$ cat config.mk
export PLATFORM = sky130hd
export DESIGN_NAME = rail_fence_decrypt_three_rails
export DESIGN_NICKNAME = d
export VERILOG_FILES = /design/src/hw/rtl/rfd_pkg.sv /design/src/hw/rtl/rail_fence_decrypt_three_rails.sv
export SDC_FILE = /design/constraint.sdc
export NUM_CORES = 1
export LEC_CHECK = 0
export ABC_AREA = 0
export BUFFER_PORTS_ARGS = -buffer_cell sky130_fd_sc_hd__buf_2
export CORE_ASPECT_RATIO = 1.4
export CORE_UTILIZATION = 42
export CTS_CLUSTER_DIAMETER = 100
export DETAILED_ROUTE_END_ITERATION = 7
export PLACE_DENSITY = 0.65
export SETUP_SLACK_MARGIN = 0.4
export SLEW_MARGIN = 20
export SYNTH_ARGS = -nofsm -noshare
export SYNTH_HDL_FRONTEND = slang
export SYNTH_SLANG_ARGS = --single-unit
$ cat constraint.sdc
create_clock -name clock -period 2.5 [get_ports clock]
set_input_delay 0.125 -clock clock [delete_from_list [all_inputs] [get_ports clock]]
set_output_delay 0.125 -clock clock [all_outputs]
set_load 0.01 [all_outputs]
$ cat src/hw/rtl/rfd_pkg.sv
package rfd_pkg;

   // Controller states: load words, issue a memory read, fill the output register
   typedef enum logic [1:0] {
      ST_LOAD,
      ST_ISSUE,
      ST_FILL
   } state_type;

   // Rail numbers of the zig-zag
   typedef enum logic [1:0] {
      RAIL_TOP,
      RAIL_MID,
      RAIL_BOT
   } rail_type;

   localparam int CHAR_W = 8;

endpackage

$ cat src/hw/rtl/rail_fence_decrypt_three_rails.sv
// Three-rail fence decryption. Ciphertext words arrive on the req_ stream, one byte
// each, and are written into an internal store of MAX_LEN bytes at one word per
// cycle. Bytes beyond MAX_LEN are dropped and every plaintext word of that message
// then carries the overflow flag in rsp_tuser. The word marked with req_tlast
// starts the readout: the stored text is taken as rail segments in the order
// bottom, top, middle, and the plaintext is rebuilt by walking the zig-zag
// 0,1,2,1. Each plaintext word passes through ST_ISSUE, which makes the store's
// registered read once the output register is empty or being taken, and then
// ST_FILL, which loads the output register. No input is taken during the readout;
// the next message may start while the final plaintext word still waits on rsp_.
module rail_fence_decrypt_three_rails
   import rfd_pkg::*;
#(
   parameter int MAX_LEN = 64
) (
   input  logic              clock,
   input  logic              reset,
   input  logic              req_tvalid,
   output logic              req_tready,
   input  logic [CHAR_W-1:0] req_tdata,   // [7:0] cipher_char
   input  logic              req_tlast,   // last_in
   output logic              rsp_tvalid,
   input  logic              rsp_tready,
   output logic [CHAR_W-1:0] rsp_tdata,   // [7:0] plain_char
   output logic              rsp_tlast,   // last_out
   output logic              rsp_tuser    // [0] overflow
);

   localparam int AW = (MAX_LEN > 1) ? $clog2(MAX_LEN) : 1;
   localparam int CW = $clog2(MAX_LEN + 1);
   localparam logic [CW-1:0] MAX_CNT = CW'(MAX_LEN);

   logic [CHAR_W-1:0] message_store [MAX_LEN];

   state_type         state_ff, state_in;
   logic [CW-1:0]     count_ff, count_in;
   logic              ovf_ff, ovf_in;
   logic              ovf_msg_ff, ovf_msg_in;
   logic [CW-1:0]     n_ff, n_in;
   logic [CW-1:0]     k_ff, k_in;
   logic [CW-1:0]     ptr0_ff, ptr0_in;
   logic [CW-1:0]     ptr1_ff, ptr1_in;
   logic [CW-1:0]     ptr2_ff, ptr2_in;
   logic              last_pend_ff, last_pend_in;
   logic [CHAR_W-1:0] rd_data_ff;
   logic              out_valid_ff, out_valid_in;
   logic [CHAR_W-1:0] out_data_ff, out_data_in;
   logic              out_last_ff, out_last_in;
   logic              out_ovf_ff, out_ovf_in;

   logic              req_fire;
   logic              has_room;
   logic              issue;
   logic [CW-1:0]     n_next;
   logic [CW:0]       len0_w;
   logic [CW:0]       len2_w;
   rail_type          rail;
   logic [CW-1:0]     rd_addr;

   // Handshake and phase decode
   assign req_tready = (state_ff == ST_LOAD);
   assign req_fire   = req_tvalid && req_tready;
   assign has_room   = (count_ff < MAX_CNT);
   assign issue      = (state_ff == ST_ISSUE) && (!out_valid_ff || rsp_tready);

   // Rail lengths of the finished message
   assign n_next = has_room ? count_ff + CW'(1) : count_ff;
   assign len0_w = ({1'b0, n_next} + (CW+1)'(3)) >> 2;
   assign len2_w = ({1'b0, n_next} + (CW+1)'(1)) >> 2;

   // Pick the rail of the current zig-zag position
   always_comb begin
      case (k_ff[1:0])
         2'd0:    rail = RAIL_TOP;
         2'd2:    rail = RAIL_BOT;
         default: rail = RAIL_MID;
      endcase
   end

   always_comb begin
      case (rail)
         RAIL_TOP: rd_addr = ptr0_ff;
         RAIL_BOT: rd_addr = ptr2_ff;
         default:  rd_addr = ptr1_ff;
      endcase
   end

   // Next state
   always_comb begin
      state_in = state_ff;
      case (state_ff)
         ST_LOAD:  if (req_fire && req_tlast) state_in = ST_ISSUE;
         ST_ISSUE: if (issue) state_in = ST_FILL;
         ST_FILL:  state_in = last_pend_ff ? ST_LOAD : ST_ISSUE;
         default:  state_in = ST_LOAD;
      endcase
   end

   // Datapath next values
   always_comb begin
      count_in     = count_ff;
      ovf_in       = ovf_ff;
      ovf_msg_in   = ovf_msg_ff;
      n_in         = n_ff;
      k_in         = k_ff;
      ptr0_in      = ptr0_ff;
      ptr1_in      = ptr1_ff;
      ptr2_in      = ptr2_ff;
      last_pend_in = last_pend_ff;
      out_valid_in = out_valid_ff && !rsp_tready;
      out_data_in  = out_data_ff;
      out_last_in  = out_last_ff;
      out_ovf_in   = out_ovf_ff;
      case (state_ff)
         ST_LOAD: begin
            if (req_fire) begin
               if (req_tlast) begin
                  // close the message and set up the segment pointers
                  count_in   = '0;
                  ovf_in     = 1'b0;
                  ovf_msg_in = ovf_ff || !has_room;
                  n_in       = n_next;
                  k_in       = '0;
                  ptr2_in    = '0;
                  ptr0_in    = len2_w[CW-1:0];
                  ptr1_in    = len2_w[CW-1:0] + len0_w[CW-1:0];
               end else begin
                  count_in = n_next;
                  ovf_in   = ovf_ff || !has_room;
               end
            end
         end
         ST_ISSUE: begin
            if (issue) begin
               // advance the visited rail and the position
               case (rail)
                  RAIL_TOP: ptr0_in = ptr0_ff + CW'(1);
                  RAIL_BOT: ptr2_in = ptr2_ff + CW'(1);
                  default:  ptr1_in = ptr1_ff + CW'(1);
               endcase
               k_in         = k_ff + CW'(1);
               last_pend_in = (k_ff + CW'(1) == n_ff);
            end
         end
         ST_FILL: begin
            out_valid_in = 1'b1;
            out_data_in  = rd_data_ff;
            out_last_in  = last_pend_ff;
            out_ovf_in   = ovf_msg_ff;
         end
         default: ;
      endcase
   end

   // Message store: write on load, registered read on issue
   always_ff @(posedge clock) begin
      if (req_fire && has_room) begin
         message_store[count_ff[AW-1:0]] <= req_tdata;
      end
      if (issue) begin
         rd_data_ff <= message_store[rd_addr[AW-1:0]];
      end
   end

   // Control registers
   always_ff @(posedge clock) begin
      if (reset) begin
         state_ff     <= ST_LOAD;
         count_ff     <= '0;
         ovf_ff       <= 1'b0;
         out_valid_ff <= 1'b0;
         last_pend_ff <= 1'b0;
      end else begin
         state_ff     <= state_in;
         count_ff     <= count_in;
         ovf_ff       <= ovf_in;
         out_valid_ff <= out_valid_in;
         last_pend_ff <= last_pend_in;
      end
   end

   // Payload registers
   always_ff @(posedge clock) begin
      ovf_msg_ff  <= ovf_msg_in;
      n_ff        <= n_in;
      k_ff        <= k_in;
      ptr0_ff     <= ptr0_in;
      ptr1_ff     <= ptr1_in;
      ptr2_ff     <= ptr2_in;
      out_data_ff <= out_data_in;
      out_last_ff <= out_last_in;
      out_ovf_ff  <= out_ovf_in;
   end

   assign rsp_tvalid = out_valid_ff;
   assign rsp_tdata  = out_data_ff;
   assign rsp_tlast  = out_last_ff;
   assign rsp_tuser  = out_ovf_ff;

   // Checks
   a_count_range: assert property (@(posedge clock) disable iff (reset)
      count_ff <= MAX_CNT)
      else $error("byte count beyond store depth");

   a_issue_in_message: assert property (@(posedge clock) disable iff (reset)
      issue |-> (rd_addr < n_ff) && (k_ff < n_ff))
      else $error("read outside stored message");

   a_fill_after_issue: assert property (@(posedge clock) disable iff (reset)
      (state_ff == ST_FILL) |-> ($past(state_ff) == ST_ISSUE) && !out_valid_ff)
      else $error("output register loaded while occupied");

   a_no_accept_in_readout: assert property (@(posedge clock) disable iff (reset)
      (state_ff != ST_LOAD) |-> !req_tready)
      else $error("input taken during readout");

endmodule
==> qor.yml <==
outcome:
  violations: "design-rule violations, negative setup slack"
  status: "complete, but fails checks"
sta:
  slew_headroom_pct: 45.6
  setup_viol: 11
  fin_ws_ns: -0.501
  tightest_slew_ns: 0.816
  period_minus_slack_ns: 3.00
  hold_violations: 0
  skew_ns: 0.0314
  period_share_pct: 120
  drv_slew: 0
  fmax_mhz: 333
  rsz0062_at_grt: "yes"
synth:
  synthFlopType: "edfxtp_1"
  ys_warn_count: 0
  synth_async_sr_flop_share_pct: 0
  ys_seq_elements: 575
  synth_cell_type_count: 58
  synth_enable_flop_cells: 563
  synthesis.nets: 1814
  syn-cell-area_um2: 24600
  seq_area_frac_synth_pct: 69.7
  syn-mean-instance-area_um2: 13.8
  synthCells: 1788
setup_path:
  crit_path_end: "rd_data_ff[3]$_DFFE_PP_"
  r2r-start: "k_ff[1]$_SDFFCE_PN0P_"
  worst_path_most_repeated_cell: "buf_12"
  cp_cell_sequence: "buf_6, ha_4, buf_4, a22oi_2, buf_12, buf_12, a21oi_1, o2111ai_1, o2111ai_2, nor4_4, mux2_2"
  cp.depth: 11
  crit_path_start: "k_ff[1]$_SDFFCE_PN0P_"
  cpLargestDelayFamily: "compound AO/OA/AOI/OAI gates"
  reg2reg_setup_slack_ns: -0.50
  ff2ff_path_depth: 11
  cp_max_fo: 18
  start_kind: "flop"
  worstSetupPathType: "reg2reg"
  crit_required_ns: 2.99
  worstPathArrival_ns: 3.49
  critPathMaxStageDelay_ns: 0.49
  worst-path-buf-inv: 4
  reg2reg_to: "rd_data_ff[3]$_DFFE_PP_"
  slowest_stage: "nor4_4"
  end_kind: "flop"
clocking:
  cts_max_path_buffers: 3
  cts_made_buffers: 53
  path_clk_slew_ns: 0.07
  clk_latency_ns: 0.63
  cts.sinks: 575
  cts_tree: "yes"
  htree_levels: 2
  root_buffer: "clkbuf_16"
die:
  start_util_pct: 42.7
  core_um2: 57600
  die_w_um: 207
  rows: 104
  die_y_um: 288
  die_area_um2: 59600
  io_pins: 25
route:
  wl_mm: 74.2
  dr.pass1.iters: 7
  vias: 17400
  via_per_inst: 6.17
  drtAntennaViolNets: 0
  route.detailed.drc: 3
  routedWlPerCell_um: 26.4
  drt_iter0_drc: 1631
flow_run:
  cap_viol_max_count: 0
worst_hold_path:
  hp-start: "req_tdata[7]"
  hold_path.class: "in2reg"
power_and_ir_drop:
  p_leak_nw: 10.4
  power_mw: 22.5
  power_density_nw_per_um2: 718
  vdd_ir_drop_max_v: 0.000533
grt:
  grt_max_degree: 65
  overflow: 0
  antenna_found_initial: 0
  grt_pass1_vias: 17300
  track_usage_pct: 25.0
  grt_pass1_wl_mm: 110
cells_and_area:
  area.growth.synth_to_final_pct: 27.3
  antenna_cells: 0
  drive_above_1_share_pct: 31.8
  nNetsFinal: 2057
  fill_cells: 4586
placed_design:
  portBuffers: 24
  dp_slack_ns: -0.839
  dp_hpwl_mm: 46.9
  place_congestion: 0.914
worst min-delay path by stage:
stage / end / cells after the start
after CTS: message_store[39][2]$_DFFE_PP_ / 2
after floorplan: count_ff[6]$_SDFFE_PP0P_ / 1
after global routing: message_store[14][7]$_DFFE_PP_ / 2
after global placement: rsp_tuser$_DFFE_PN_ / 0
final: message_store[14][7]$_DFFE_PP_ / 2
after detailed placement: rsp_tuser$_DFFE_PN_ / 0
per-layer routing:
layer,track usage [%],share of wire (%),routed length (um)
met1,30.8,37,27300
met2,42.8,50,37400
met3,4.29,8.0,5900
met4,11.5,4.8,3550
met5,0,0,0
cell usage after synthesis, types with 5 or more instances:
cell type	number	share of area (%)
o21ai_0	153	3.1
nor4_1	18	0.46
a22o_1	6	0.21
ha_1	12	0.61
a22oi_1	8	0.24
nand4_1	146	3.7
and3_1	5	0.13
nor2b_1	7	0.18
nand2_1	23	0.35
clkbuf_1	87	1.3
mux2_1	17	0.78
dfxtp_1	12	0.98
buf_2	43	0.87
nor2_1	100	1.5
nand3_1	160	3.3
buf_1	17	0.26
nor3_1	52	1.1
nand2b_1	7	0.18
xor2_1	19	0.68
buf_4	10	0.31
xnor2_1	19	0.68
edfxtp_1	563	69
o2111ai_1	112	4.0
a21oi_1	63	1.3
inv_1	16	0.24
mux2_2	58	2.7
report_power, final:
group	internal, mW	total (mW)	leakage, nW	switching, mW
Sequential	10.7	10.7	5.19	0.0550
Clock	4.42	8.00	0.816	3.58
Combinational	1.63	3.77	4.37	2.14
registers in the layout, indices dropped and copies added (netlist names):
register	count
count_ff	7
last_pend_ff	1
rsp_tdata	8
ovf_ff	1
n_ff	7
rd_data_ff	8
rsp_tvalid	1
ovf_msg_ff	1
k_ff	7
ptr0_ff	6
rsp_tlast	1
message_store	512
ptr1_ff	6
ptr2_ff	6
state_ff	2
rsp_tuser	1
cell type report:
type / count / area, um^2 / area share, %
Tap cell: 742 / 928 / 2.96
Timing Repair Buffer: 345 / 3530 / 11.3
Clock buffer: 62 / 1360 / 4.34
Sequential cell: 575 / 17200 / 54.8
Clock inverter: 34 / 322 / 1.03
Multi-Input combinational cell: 1040 / 7970 / 25.4
Inverter: 16 / 60.1 / 0.192
cell usage in the layout (no fill, tap or decap), types with 6 or more instances in the layout:
| cell | instances |
|---|---|
| clkbuf_1 | 9 |
| nor2_4 | 42 |
| dfxtp_1 | 7 |
| nand3_1 | 156 |
| o2111ai_1 | 60 |
| o2111ai_4 | 7 |
| nor3_1 | 50 |
| o21ai_0 | 150 |
| clkinv_2 | 9 |
| o2111ai_2 | 45 |
| xor2_1 | 15 |
| nor4_1 | 7 |
| mux2_2 | 51 |
| dlygate4sd3_1 | 6 |
| nor2b_1 | 7 |
| edfxtp_1 | 563 |
| xnor2_1 | 15 |
| clkinv_1 | 12 |
| nand4_1 | 146 |
| nor4_4 | 6 |
| a21oi_1 | 57 |
| buf_2 | 24 |
| clkbuf_16 | 56 |
| nor2_1 | 59 |
| nand2_1 | 16 |
| mux2_4 | 7 |
| buf_12 | 58 |
| mux2_1 | 17 |
| buf_6 | 21 |
| inv_1 | 12 |
| buf_4 | 227 |
cell families after synthesis:
group,after synthesis,synth area share [%]
AO/OA/AOI/OAI,365,9.90
XOR/XNOR,39,1.42
adder cells (fa/ha/maj),13,0.692
buffers and inverters,173,3.01
flip-flops,575,69.7
multiplexers,76,3.47
AND/OR/NAND/NOR,547,11.8
repair_timing:
| item | CTS | global route |
|---|---|---|
| pin swaps | 25 | 25 |
| endpoints found under the hold margin | 25 | 0 |
| endpoints found under the setup margin | 381 | 253 |
| setup buffers | 20 | 10 |
| hold buffers | 6 | 0 |
| gates resized for setup | 138 | 56 |
| gates cloned | 4 | 3 |
through the flow:
step / hold slack [ns] / TNS (ns) / utilization, % / std cells / instance area [um^2]
detailed placement: 0.405 / -6.91 / 48.6 / 2675 / 28000
finish: 0.0103 / -4.06 / 54.3 / 2814 / 31300
global placement: 0.418 / -6.38 / 48.6 / 2675 / 28000
CTS: 0.0208 / -3.96 / 53.6 / 2801 / 30900
floorplan: 0.203 / -1.25 / - / 1788 / 25000
global route: 0.0157 / -5.01 / 54.3 / 2814 / 31300
Note: power is estimated with default switching activity, not from simulation.
